===== src/dteq_pkg.sv =====
// Package for the deduplicated timed event queue.
// Holds sizes, codes, item and cell types and the event ordering helpers.
// No dependencies.
package dteq_pkg;

	localparam int QUEUE_DEPTH = 256;
	localparam int KEY_DEPTH   = 256;
	localparam int MAX_BUDGET  = 63;
	localparam int CW          = $clog2(QUEUE_DEPTH + 1);
	localparam int KCW         = $clog2(KEY_DEPTH + 1);
	localparam int BUF_DEPTH   = 64;
	localparam int BAW         = $clog2(BUF_DEPTH);

	typedef enum logic [1:0] {
		MODE_SCHED   = 2'd0,
		MODE_RESCHED = 2'd1,
		MODE_DRAIN   = 2'd2,
		MODE_CLEAR   = 2'd3
	} mode_t;

	localparam logic [1:0] KIND_ACK   = 2'd0;
	localparam logic [1:0] KIND_EVENT = 2'd1;
	localparam logic [1:0] KIND_DONE  = 2'd2;

	localparam logic [1:0] ST_OK   = 2'd0;
	localparam logic [1:0] ST_DUP  = 2'd1;
	localparam logic [1:0] ST_FULL = 2'd2;

	typedef struct packed {
		logic [63:0]        tick;
		logic [31:0]        seq;
		logic signed [31:0] x;
		logic signed [31:0] y;
		logic signed [31:0] z;
		logic [3:0]         action;
	} entry_t;

	typedef struct packed {
		logic [1:0]         mode;
		logic [63:0]        tick;
		logic signed [31:0] pos_x;
		logic signed [31:0] pos_y;
		logic signed [31:0] pos_z;
		logic [3:0]         action;
		logic [5:0]         budget;
	} in_item_t;

	typedef struct packed {
		logic [1:0]         kind;
		logic [63:0]        event_tick;
		logic signed [31:0] out_x;
		logic signed [31:0] out_y;
		logic signed [31:0] out_z;
		logic [3:0]         out_action;
		logic [5:0]         drained_count;
		logic [CW-1:0]      queue_size;
		logic [1:0]         status;
		logic               last;
	} out_item_t;

	typedef enum logic [1:0] {
		CELL_HOLD,
		CELL_INSERT,
		CELL_POP,
		CELL_CLEAR
	} cell_op_t;

	typedef struct packed {
		cell_op_t op;
		entry_t   new_e;
	} cell_ctrl_t;

	typedef struct packed {
		entry_t e;
		logic   valid;
		logic   live;
		logic   live_fwd;
		logic   less;
		logic   match;
	} cell_out_t;

	typedef enum logic [2:0] {
		S_IDLE,
		S_EXEC,
		S_DRAIN,
		S_RD,
		S_LOAD,
		S_OUT
	} fsm_t;

	// a comes out ahead of b: earlier tick, then lower sequence
	function automatic logic ahead_of(entry_t a, entry_t b);
		return (a.tick < b.tick) || ((a.tick == b.tick) && (a.seq < b.seq));
	endfunction

	function automatic logic key_eq(entry_t a, entry_t b);
		return (a.x == b.x) && (a.y == b.y) && (a.z == b.z) && (a.action == b.action);
	endfunction

endpackage


===== src/dteq_cell.sv =====
// One slot of the sorted event chain.
// Depends on dteq_pkg; shifts right on insert, left on pop.
module dteq_cell (
	input  logic                  clk,
	input  logic                  arst_n,
	input  dteq_pkg::cell_ctrl_t  ctrl,
	input  dteq_pkg::cell_out_t   prev,
	input  dteq_pkg::cell_out_t   next,
	output dteq_pkg::cell_out_t   co
);
	dteq_pkg::entry_t entry_q;
	logic             valid_q;
	logic             live_q;
	logic             keyeq;

	// compare own entry against the item being inserted
	always_comb begin
		keyeq       = dteq_pkg::key_eq(ctrl.new_e, entry_q);
		co.e        = entry_q;
		co.valid    = valid_q;
		co.live     = live_q;
		co.live_fwd = live_q & ~keyeq;
		co.less     = ~valid_q | dteq_pkg::ahead_of(ctrl.new_e, entry_q);
		co.match    = valid_q & live_q & keyeq;
	end

	// update valid and live flags
	always_ff @(posedge clk or negedge arst_n) begin
		if (!arst_n) begin
			valid_q <= 1'b0;
			live_q  <= 1'b0;
		end else begin
			case (ctrl.op)
				dteq_pkg::CELL_INSERT: begin
					if (prev.less) begin
						valid_q <= prev.valid;
						live_q  <= prev.live_fwd;
					end else if (co.less) begin
						valid_q <= 1'b1;
						live_q  <= 1'b1;
					end else begin
						live_q  <= co.live_fwd;
					end
				end
				dteq_pkg::CELL_POP: begin
					valid_q <= next.valid;
					live_q  <= next.live;
				end
				dteq_pkg::CELL_CLEAR: begin
					valid_q <= 1'b0;
					live_q  <= 1'b0;
				end
				default: ;
			endcase
		end
	end

	// move the payload along the chain
	always_ff @(posedge clk) begin
		case (ctrl.op)
			dteq_pkg::CELL_INSERT: begin
				if (prev.less)
					entry_q <= prev.e;
				else if (co.less)
					entry_q <= ctrl.new_e;
			end
			dteq_pkg::CELL_POP: entry_q <= next.e;
			default: ;
		endcase
	end
endmodule


===== config.mk =====
export PLATFORM = sky130hd
export DESIGN_NAME = dteq_cell
export DESIGN_NICKNAME = d
export VERILOG_FILES = /design/src/dteq_pkg.sv /design/src/dteq_cell.sv
export SDC_FILE = /design/constraint.sdc
export NUM_CORES = 1
export LEC_CHECK = 0
export ABC_AREA = 1
export BUFFER_PORTS_ARGS = -buffer_cell sky130_fd_sc_hd__buf_2
export CAP_MARGIN = 10
export CORE_AREA = 2 2 313 315
export CTS_BUF_LIST = sky130_fd_sc_hd__clkbuf_4 sky130_fd_sc_hd__clkbuf_8
export DETAILED_ROUTE_END_ITERATION = 10
export DIE_AREA = 0 0 315 317
export PLACE_DENSITY = 0.34
export SLEW_MARGIN = 20
export SYNTH_ARGS = -nofsm -noshare
export SYNTH_HDL_FRONTEND = slang
export SYNTH_SLANG_ARGS = --single-unit

===== constraint.sdc =====
create_clock -name clk -period 6.8 [get_ports clk]
set_clock_uncertainty 0.05 [all_clocks]
set_input_delay 0.34 -clock clk [delete_from_list [all_inputs] [get_ports clk]]
set_output_delay 0.34 -clock clk [all_outputs]
set_load 0.02 [all_outputs]

==> results of run 1 <==
-- registers in the layout, summed over array words and instances, names as in the netlist --
name and flops:
co 196, valid_q 1, live_q 1
-- logic make-up (layout without fill, tap and decap cells) --
group	Yosys count	count (layout)	share of synthesized area
other cells	0	21	0
xor+xnor	70	70	0.0442
fa+ha+maj	95	95	0.0857
simple gates	879	879	0.252
compound gates	272	272	0.119
buf+inv	251	1352	0.0705
flops	198	198	0.428
-- layout make-up --
class | instances | area (µm²)
clock inverters | 13 | 106
fillers | 11000 | 73100
clock buffers | 19 | 249
well taps | 1276 | 1600
multi-input cells | 1316 | 6970
flip-flops and latches | 198 | 5940
diodes | 21 | 52.6
inverters | 162 | 616
repair buffers | 1158 | 7640
-- metal layers --
metal  vias up  wire length [µm]
li1       8106                 -
met2       550             36400
met4        12              1680
met1      7557             29600
met3        78              5390
met5         -                70
-- stage by stage --
step	total power, mW	cells	area (µm²)	hold WS (ns)
after floorplan	2.16	1765	13900	-0.00559
after global placement	2.69	3758	19200	0.115
after detailed placement	2.68	3758	19200	0.116
after CTS	3.79	4142	23100	0.000201
after global routing	3.94	4158	23100	0.0242
final	3.70	4163	23200	0.0795
-- where the power goes --
group	internal [mW]	leakage, nW	switching, mW
Sequential	1.49	1.92	0.0698
Combinational	0.592	8.68	0.706
Clock	0.297	0.190	0.545
-- timing repair --
action                                 CTS  global route
hold buffers                           352             0
setup endpoints to repair                0             0
endpoints found under the hold margin  186             0
-- worst max-delay path, stage by stage, from the launching register on --
cell      delay [ns]
edfxtp_1        0.46
xnor2_1         0.18
nand4_1         0.23
nor4_1          0.55
nand2_1         0.25
nor2_1          0.14
nand2_1         0.21
nor2_1          0.33
buf_2           0.24
-- cells in the final DEF, fill, tap and decap left out, types with 21 or more instances in the layout --
cell type	n
inv_1	158
a31oi_1	196
diode_2	21
dlygate4sd3_1	352
ha_1	95
nor2_1	264
buf_2	796
a21oi_1	43
xnor2_1	53
nand2_1	534
edfxtp_1	196
-- how the worst max path moves through the flow --
stage | endpoint | cells after the start
finish | co[0] | 8
global route | co[0] | 8
CTS | co[0] | 8
detailed placement | co[9] | 13
global placement | co[9] | 13
floorplan | co[100] | 14
==> results.md, run 1 <==
- The run finished with clean final reports.
- The count of pins on the block boundary is 803.
- The via count of the first global-routing pass is 16300.
- For this run, the share of the core covered by cells in the final layout is 0.241.
- The via count normalized by instance count is 3.92.
- Across the run, the number of max-cap violations was 0.
- In the global route stage, met1 resource usage came out at 0.159.
- The wire length after detailed routing is 73200 µm.
- For this run, the post-layout net count is 3550.
- The initial utilization of the core area, before any placement, comes to 0.144.
- CTS placed an instance of clkbuf_8 at the clock tree root.
- The floorplan has 114 rows.
- The worst max-slew margin expressed relative to the limit is 0.245.
- The clock net sink count is 198.
- Dividing the detail-routed wire length by the instance count gives 17.6 µm.
- Across all layers, the routed design uses 16300 vias.
- The required time at the endpoint of the critical path is 6.41 ns.
- The register-to-register setup slack is 3.49 ns.
- The critical path starts at co[14].
- The number of enable flip-flop cells after synthesis is 196.
- The worst setup timing slack at the placement stage is 3.34 ns.
- The post-CTS setup buffer count is 0.
- The total negative setup slack is 0 ns.
- The worst path needs 3.61 ns of the cycle, external delays included.
- The count of nets left with antenna violations once routing finished came out at 0.
- For this run, the total global-route usage over all layers was measured as 0.141.
- In this run the deepest clock path goes through 2 buffers.
- The met3 routing resource usage after global routing is 0.0453.
- Routability-driven placement finished with a final weighted congestion of 0.814.
- The depth of the worst hold-timing path is 3.
- The insertion delay of the later-clocked pin in the worst-skew pair is 0.61 ns.
- The arrival time at the worst endpoint is 3.22 ns.
- The mean area per synthesized cell is 7.86 µm².
- STA classifies the critical path endpoint as an output port.
- Sorting the synthesized cells by area gives the leading types as edfxtp_1 42%, nand2_1 14%, a31oi_1 8.8%.
- The worst hold endpoint is co[147].
- The area growth from synthesis to layout is 67.0%.
- Entering global routing, the biggest net connects 184 pins.
- The share of the clock period used by the worst path after layout is 0.530.
- The smallest setup slack after layout is 3.19 ns.
- The busiest layer in global routing is met2.
- For this design the static power due to leakage is 10.8 nW.
- The met2 capacity usage during global routing is 0.248.
- Clock tree synthesis inserted a total of 17 buffers.
- The power density normalized to cell area is 160 nW/µm².
- After technology mapping, the gate count stands at 1765.
- From bottom edge to top edge, the die measures 317 µm.
- Input and output buffers added on the ports amount to 797.
- The core region area is 96300 µm².
- The clock tree synthesis step divided the H-tree into 4 levels.
- The HPWL after detailed placement is 56900 µm.
- The unique cell type count in the Yosys netlist is 42.
- The worst setup path is of the flip-flop to output port kind.
- The clock tree from TritonCTS is done.
- The first detailed-routing pass took 5 iterations.
- For this run, the number of Yosys warnings is 0.
- After synthesis, the most frequently instantiated cells are 535 x nand2_1, 264 x nor2_1, 196 x a31oi_1, 196 x edfxtp_1, 159 x inv_1.
- For this run, the register share of the synthesized area comes to 0.428.
- After global routing the overflow that remains totals 0.
- Of all nets on the critical path, the largest fanout is 3.
- The end of the worst register-to-register path is co[55].
- The maximum operating frequency is 277 MHz.
- The maximum vdd drop is 140 µV.
- Setup violations remaining at the end of the flow were counted as 0.
- The clock-pin slew on the worst setup and hold paths is 0.12 ns.
- The sort of element at the start of the critical path is a flip-flop.
- The count of cells resized by post-cts repair is 0.
- The share of synthesized area in the top cell type comes to 0.425.
- In the synthesized netlist the async set-or-reset flop fraction comes to 0.0101.
- The net count after synthesis is 2462.
- The count of final max-slew check failures is 0.
- The first global-routing pass estimated 103000 µm of wire.
- The worst reg2reg path depth is 13.
- The launch point of the worst hold path is next[147].
- The number of hold violations in the final report is 0.
- Among all flip-flop cells after synthesis, the most frequent one is edfxtp_1.
- edfxtp_1 takes more of the synthesized area than any other cell.
- The first-iteration detailed-routing DRC count is 636.
- At the pin with the least slew margin, the transition time is 1.13 ns.
- In the final layout, the share of cells above drive strength 1 is 0.300.
- Counting flops and latches in the post-synthesis netlist gives 198.
- The startpoint identified for the worst register-to-register timing path is co[168].
- Setup repair after global routing left no endpoint under its margin.
- Yosys instantiated no cell more often than nand2_1.
- The number of antenna violations at the first check in global routing was 27.
- The min-delay analysis places its worst path in the category primary input to flip-flop.
- The overall die area is 99900 µm².
- The mapped netlist covers 13900 µm².
- After detailed routing, the number of remaining DRC violations is 0.
- Measured along the x axis, the die boundary spans 315 µm.
(Power assumes the default switching activity.)
==> run 2, diff against run 1 <==
Settings changed: CORE_AREA 2 2 313 315 to 2 2 317 319, DIE_AREA 0 0 315 317 to 0 0 319 321, PLACE_DENSITY 0.34 to 0.32.
Clock period 6.8 ns to 3.4 ns, I/O delays scaled along.
==> run 2 against run 1 <==
Effect of this change: critical path depth rose by 6; worst setup slack got worse by 3.0 ns; flip-flop and latch count did not move; critical path type is now flip-flop to flip-flop.
==> results.md, run 2 (synthesized netlist as in run 1, its figures left out) <==
- The run finished with clean final reports.
- The final net count is 3618.
- Relative to the synthesized area, the layout overhead comes to 73.0%.
- The number of hold violations in the final report was 0.
- The count of final max-slew check failures was 0.
- The site row count is 116.
- The top cell types in the final layout, fill and taps aside, are 796 x buf_2, 532 x nand2_1, 404 x dlygate4sd3_1, 261 x nor2_1.
- Dividing the detail-routed via count by the number of cells gives 3.89.
- Across all hold checks on the routed design, the worst slack comes to 0.361 ns.
- The number of buffers added on ports is 797.
- The met1 global-route usage is 0.168.
- In this run the worst hold path is classified as primary input to flip-flop.
- The average wire per standard cell is 17.9 µm.
- Routability-driven placement finished with a final weighted congestion of 0.782.
- The fraction of layout instances using a drive strength above 1 is 0.302.
- The register-to-register setup slack is 0.22 ns.
- The maximum number of buffers from clock root to sink is 2.
- The final antenna-violating net count is 0.
- The initial utilization of the core area, before any placement, comes to 0.140.
- The HPWL after detailed placement is 60500 µm.
- The tool flagged a number of max-cap violations equal to 0.
- The busiest layer in global routing is met2.
- The total power is 7.58 mW.
- The number of antenna violations at the first check in global routing is 34.
- The number of clock buffers inserted by TritonCTS is 17.
- The worst max-slew margin expressed relative to the limit is 0.563.
- The final routed DRC violation total is 0.
- The via count of the first global-routing pass came to 16800.
- In the global route stage, overall resource usage came out at 0.145.
- The time the worst path needs with I/O delays and setup is 3.18 ns.
- The arrival time at the worst endpoint is 3.42 ns.
- In this run the vertical extent of the chip is 321 µm.
- The required time at the endpoint of the critical path is 3.65 ns.
- The overall via count from detail_route is 16500.
- Entering global routing, the biggest net connects 102 pins.
- From left edge to right edge, the die measures 319 µm.
- The critical path starts at co[135].
- Leaving out filler cells and counting taps, the final layout contains 4248.
- The register with the most flip-flops in the layout has 196 of them.
- The launch point of the worst hold path is ctrl[197].
- The maximum operating frequency is 315 MHz.
- The core region area is 99300 µm².
- The first global-routing pass estimated 109000 µm of wire.
- After global routing the overflow that remains totals 0.
- Setup violations remaining at the end of the flow were counted as 0.
- The largest fanout of any net on the critical path is 46.
- The kind of capture point of the worst setup path is a flip-flop.
- The met3 routing resource usage after global routing is 0.0428.
- The die covers 102000 µm².
- The final core area utilization is 0.242.
- After detailed placement, the design holds a cell count of 3796.
- The master cell of the clock root buffer is clkbuf_8.
- Setup repair after global routing left no endpoint under its margin.
- The first-iteration detailed-routing DRC count is 668.
- The fill cell instance count of the final layout is 11300.
- CTS saw 198 sinks.
- Summed over all layers, the routed wires come to 76200 µm.
- The met2 capacity usage during global routing is 0.257.
- IR analysis of the VDD net gives a maximum drop of 257 µV.
- The startpoint identified for the worst register-to-register timing path is co[135].
- Dividing the final minimum period by the clock period gives 0.935.
- TritonCTS built the clock tree.
- The power density normalized to cell area is 316 nW/µm².
- The count of pins on the block boundary is 803.
- The sort of element at the start of the critical path is a flip-flop.
- The type of the setup path with the least slack is flip-flop to flip-flop.
- The actual slew at the worst max-slew pin is 0.656 ns.
- Before antenna repair, the detailed router went through 5 iterations.
- The insertion delay of the later-clocked pin in the worst-skew pair is 0.61 ns.
- Summed over all cells, the static leakage comes to 11.1 nW.
- After clock tree synthesis, the clock-pin slew on the worst setup and hold paths is 0.13 ns.
- The most frequent standard cell in the layout excluding fill and tap cells is buf_2.
- The number of levels the H-tree was split into is 4.
==> run 2: cell types whose count changed in the layout (fill, tap and decap cells not counted), moves of 3 or more <==
cell	before	now
dlygate4sd3_1	352	404
buf_12	4	11
buf_4	5	12
diode_2	21	16
inv_8	1	4
nor2_1	264	261
nor2_2	3	6
==> run 2: metrics by stage <==
stage | area (µm²) | setup slack (ns) | TNS [ns]
after floorplan | 13900 | -1.82 | -356.02
after global placement | 19500 | -0.0981 | -7.09
after detailed placement | 19500 | -0.109 | -7.67
after CTS | 24000 | 0.0183 | 0
after global routing | 24000 | 0.00126 | 0
final | 24000 | 0.221 | 0
==> run 2: final timing paths <==
check / endpoint / cells past startpoint
min in group asynchronous: live_q / 3
min: co[15] / 5
min reg2reg: valid_q / 3
max in group asynchronous: valid_q / 3
max reg2reg: co[53] / 14
max: co[53] / 14
==> run 2: worst max-delay path, cell delays in order, from the launching register on <==
cell	delay (ns)
edfxtp_1	0.41
inv_1	0.14
ha_1	0.26
nand2_2	0.15
o21bai_2	0.20
nand3_1	0.19
nor2_1	0.20
nand3_1	0.12
nor2_2	0.16
a21oi_2	0.09
nand3_2	0.11
inv_2	0.07
o21ai_4	0.22
buf_12	0.18
buf_12	0.26
==> run 2: layout make-up <==
type                    instances  area (µm²)  area share
diodes                         16        40.0     0.00167
clock buffers                  17         234     0.00975
clock inverters                15         143     0.00595
inverters                     162         616      0.0257
multi-input cells            1316        7010       0.292
flip-flops and latches        198        5940       0.247
well taps                    1298        1620      0.0677
repair buffers               1226        8390       0.350
==> run 2: per-layer routing <==
metal / up-vias / wire length [µm]
met2: 558 / 37900
li1: 8237 / -
met1: 7643 / 31800
met4: 18 / 1350
met3: 69 / 5080
met5: - / 109
==> run 2: report_power, final <==
group	switching (mW)	total, mW	internal [mW]	leakage [nW]
Combinational	1.44	2.73	1.28	9.00
Clock	1.14	1.73	0.599	0.194
Sequential	0.144	3.12	2.98	1.92
Total	2.73	7.58	4.86	11.1
==> run 2: timing repair <==
item | 4_1_cts | 5_1_grt
hold endpoints to repair | 200 | 0
gates resized for setup | 3 | 0
hold buffers | 404 | 0
endpoints found under the setup margin | 163 | 0
setup buffers | 0 | 0
==> run 3, diff against run 2 <==
Settings changed: CORE_AREA 2 2 317 319 to 2 2 311 313, DIE_AREA 0 0 319 321 to 0 0 313 315, PLACE_DENSITY 0.32 to 0.33.
==> run 3 against run 2 <==
Effect of this change: critical path depth shrank 5; core utilization grew 1.0 points; sequential power is essentially flat; design area grew 0.52%; global-route usage shrank 0.50 points; worst setup slack gained 0.069 ns; hold slack lost 0.084 ns; non-clock buffer count grew 14; clock-buffer cell count grew 1; cell count shrank 0.35%; combinational power is essentially flat; flip-flop and latch count is the same; critical endpoint is now co[0]; largest power group unchanged; highest routed layer unchanged.
==> results.md, run 3 (synthesized netlist as in run 1, its figures left out) <==
- The residual overflow from global routing is 0.
- The signal on the critical path passes through xnor2_2, nand4_1, nor4_2, buf_4, nand2_1, nor2_1, nand2_1, nor2_1, buf_2.
- Buffers placed on the I/O ports in this run total 797.
- The number of levels the H-tree was split into is 4.
- In this design, the largest share of critical-path delay is due to simple AND/OR/NAND/NOR gates.
- The number of placed cells counting well taps is 3790.
- The final net count is 3632.
- The switching power of the nets is 2.65 mW.
- The critical path in this run is classified as flip-flop to output port.
- The vertical extent of the die is 315 µm.
- The maximum operating frequency is 322 MHz.
- The count of pins on the block boundary is 803.
- The final-report setup violation count is 0.
- For the worst setup path, the data required time is 3.18 ns.
- The first-iteration detailed-routing DRC count is 571.
- The wire length after detailed routing is 71100 µm.
- The master cell of the clock root buffer is clkbuf_8.
- The global-route wire length before repair is 103000 µm.
- Together, buffers and inverters on the worst path number 2.
- At the worst endpoint, the arrival time is 2.89 ns.
- The share of total power dissipated in combinational logic is 0.366.
- The later pin in the worst-skew pair is clocked with a latency of 0.61 ns.
- The number of clock buffers added by TritonCTS is 17.
- Across the run, the number of max-cap violations was 0.
- The sequential group share of total power is 0.414.
- No sink is reached through more buffers than the 2 on the longest clock path.
- The worst hold slack is 0.277 ns.
- The worst setup path is captured at an output port.
- The initial utilization of the core area, before any placement, comes to 0.145.
- The worst setup timing slack at the placement stage is 0.368 ns.
- The overall routing resource usage is 0.140.
- The worst max-slew margin expressed relative to the limit is 0.491.
- The die covers 98600 µm².
- Of the total power, the share spent switching nets is 0.352.
- The clock net sink count is 198.
- The number of hold violations in the final report was 0.
- The average wire per standard cell is 16.8 µm.
- The setup check on the worst reg-to-reg path leaves a slack of 0.48 ns.
- The total negative setup slack is 0 ns.
- The number of antenna violations at the first check in global routing came to 15.
- The via count normalized by instance count is 3.86.
- The fraction of layout instances using a drive strength above 1 is 0.309.
- The slowest stage of the critical path belongs to the cell edfxtp_1.
- STA classifies the critical path startpoint as a flip-flop.
- Once routing completed, OpenROAD measured the worst setup slack at 0.291 ns.
- Entering global routing, the biggest net connects 150 pins.
- The top cell types in the final layout, fill and taps aside, are 796 x buf_2, 530 x nand2_1, 401 x dlygate4sd3_1, 261 x nor2_1.
- The routability congestion estimate from global placement is 0.800.
- The site row count is 114.
- The clock tree from TritonCTS is done.
- The count of non-filler cells in the finished layout is 4233.
- The flow ran to the end, and the final reports show no timing, DRC or antenna violations.
- The horizontal extent of the die is 313 µm.
- The time the worst path needs with I/O delays and setup is 3.11 ns.
- The worst hold path belongs to the class primary input to flip-flop.
- The region available for standard cell placement spans 95700 µm².
- The power density normalized to cell area is 312 nW/µm².
- The actual slew at the worst max-slew pin is 0.764 ns.
- The area growth from synthesis to layout is 73.9%.
- The register with the most flip-flops in the layout has 196 of them.
- Once detail routing completed, the nets flagged for antenna violations numbered 0.
- The analysis attributes to cell leakage a power of 11.2 nW.
- Detailed placement finished with a half-perimeter wire length of 57600 µm.
- The via count of the first global-routing pass is 16700.
- The clock-pin slew on the worst setup and hold paths is 0.12 ns.
- The share of total power dissipated in the clock network is 0.220.
- Across the VDD grid, the largest voltage drop is 291 µV.
- The first detailed-routing pass took 5 iterations.
- The share of the clock period used by the worst path after layout is 0.914.
- The longest individual stage delay on the worst path is 0.51 ns.
- The library cell used most frequently in the layout, excluding fill and tap cells, is buf_2.
- The count of final max-slew check failures is 0.
- The largest fanout of any net on the critical path is 2.
- For this run, design rule violations remaining after detail routing come to 0.
- The routed layout has 16300 vias.
- The cell-internal power is 4.88 mW.
- The fill cell instance count of the final layout is 10800.
==> run 3: cell count changes in the layout (fill, tap and decap cells not counted), sizes merged <==
cell | before | now
inv | 168 | 165
diode | 16 | 9
dlygate4sd3 | 404 | 401
clkinvlp | 1 | 4
buf | 821 | 839
clkinv | 7 | 6
==> run 3: layer usage <==
layer / track usage / part of all wire / vias to the layer above
met2: 0.249 / 0.50 / 550
li1: - / - / 8257
met3: 0.0454 / 0.075 / 72
met4: 0.0410 / 0.020 / 10
met5: 0 / 0.00079 / -
met1: 0.159 / 0.41 / 7460
==> run 3: path summary, 6_finish.rpt <==
kind / startpoint / to / depth (start not counted)
min in group asynchronous: arst_n / live_q / 3
max in group asynchronous: arst_n / valid_q / 3
worst max-delay path: co[18] / co[0] / 9
worst min-delay path: ctrl[197] / co[165] / 4
worst max register to register: co[18] / live_q / 12
worst min register to register: valid_q / valid_q / 3
==> run 3: final cells by class <==
cell class / count / area (µm²) / area share
clock inverters: 14 / 126 / 0.00524
repair buffers: 1240 / 8490 / 0.352
well taps: 1276 / 1600 / 0.0662
inverters: 162 / 616 / 0.0255
flip-flops and latches: 198 / 5940 / 0.246
clock buffers: 18 / 241 / 0.0100
multi-input cells: 1316 / 7090 / 0.294
diodes: 9 / 22.5 / 0.000934
==> run 3: worst min-delay path, stage by stage <==
cell	delay [ns]
buf_2	0.14
nand2_4	0.14
o21ai_4	0.12
buf_12	0.19
==> run 3: stage by stage <==
step,utilization,power (mW),area (µm²)
after floorplan,-,4.34,13900
after global placement,0.205,5.46,19600
after detailed placement,0.205,5.45,19600
final,0.252,7.52,24100
after global routing,0.252,8.05,24100
after CTS,0.251,7.70,24000
==> run 3: power by group through the flow <==
stage                     clock network [mW]  logic, mW  registers, mW
after global placement                     0       2.30           3.17
after floorplan                            0      0.902           3.44
after detailed placement                   0       2.28           3.17
after CTS                               1.78       2.80           3.12
after global routing                    1.84       3.06           3.15
final                                   1.65       2.76           3.11
==> run 3: what timing repair did <==
action / 4_1_cts / 5_1_grt
pin swaps: 0 / 7
endpoints found under the setup margin: 2 / 3
hold buffers: 402 / 0
setup buffers: 0 / 1
gates cloned: 0 / 0
hold endpoints to repair: 200 / 0
resized for setup: 2 / 10
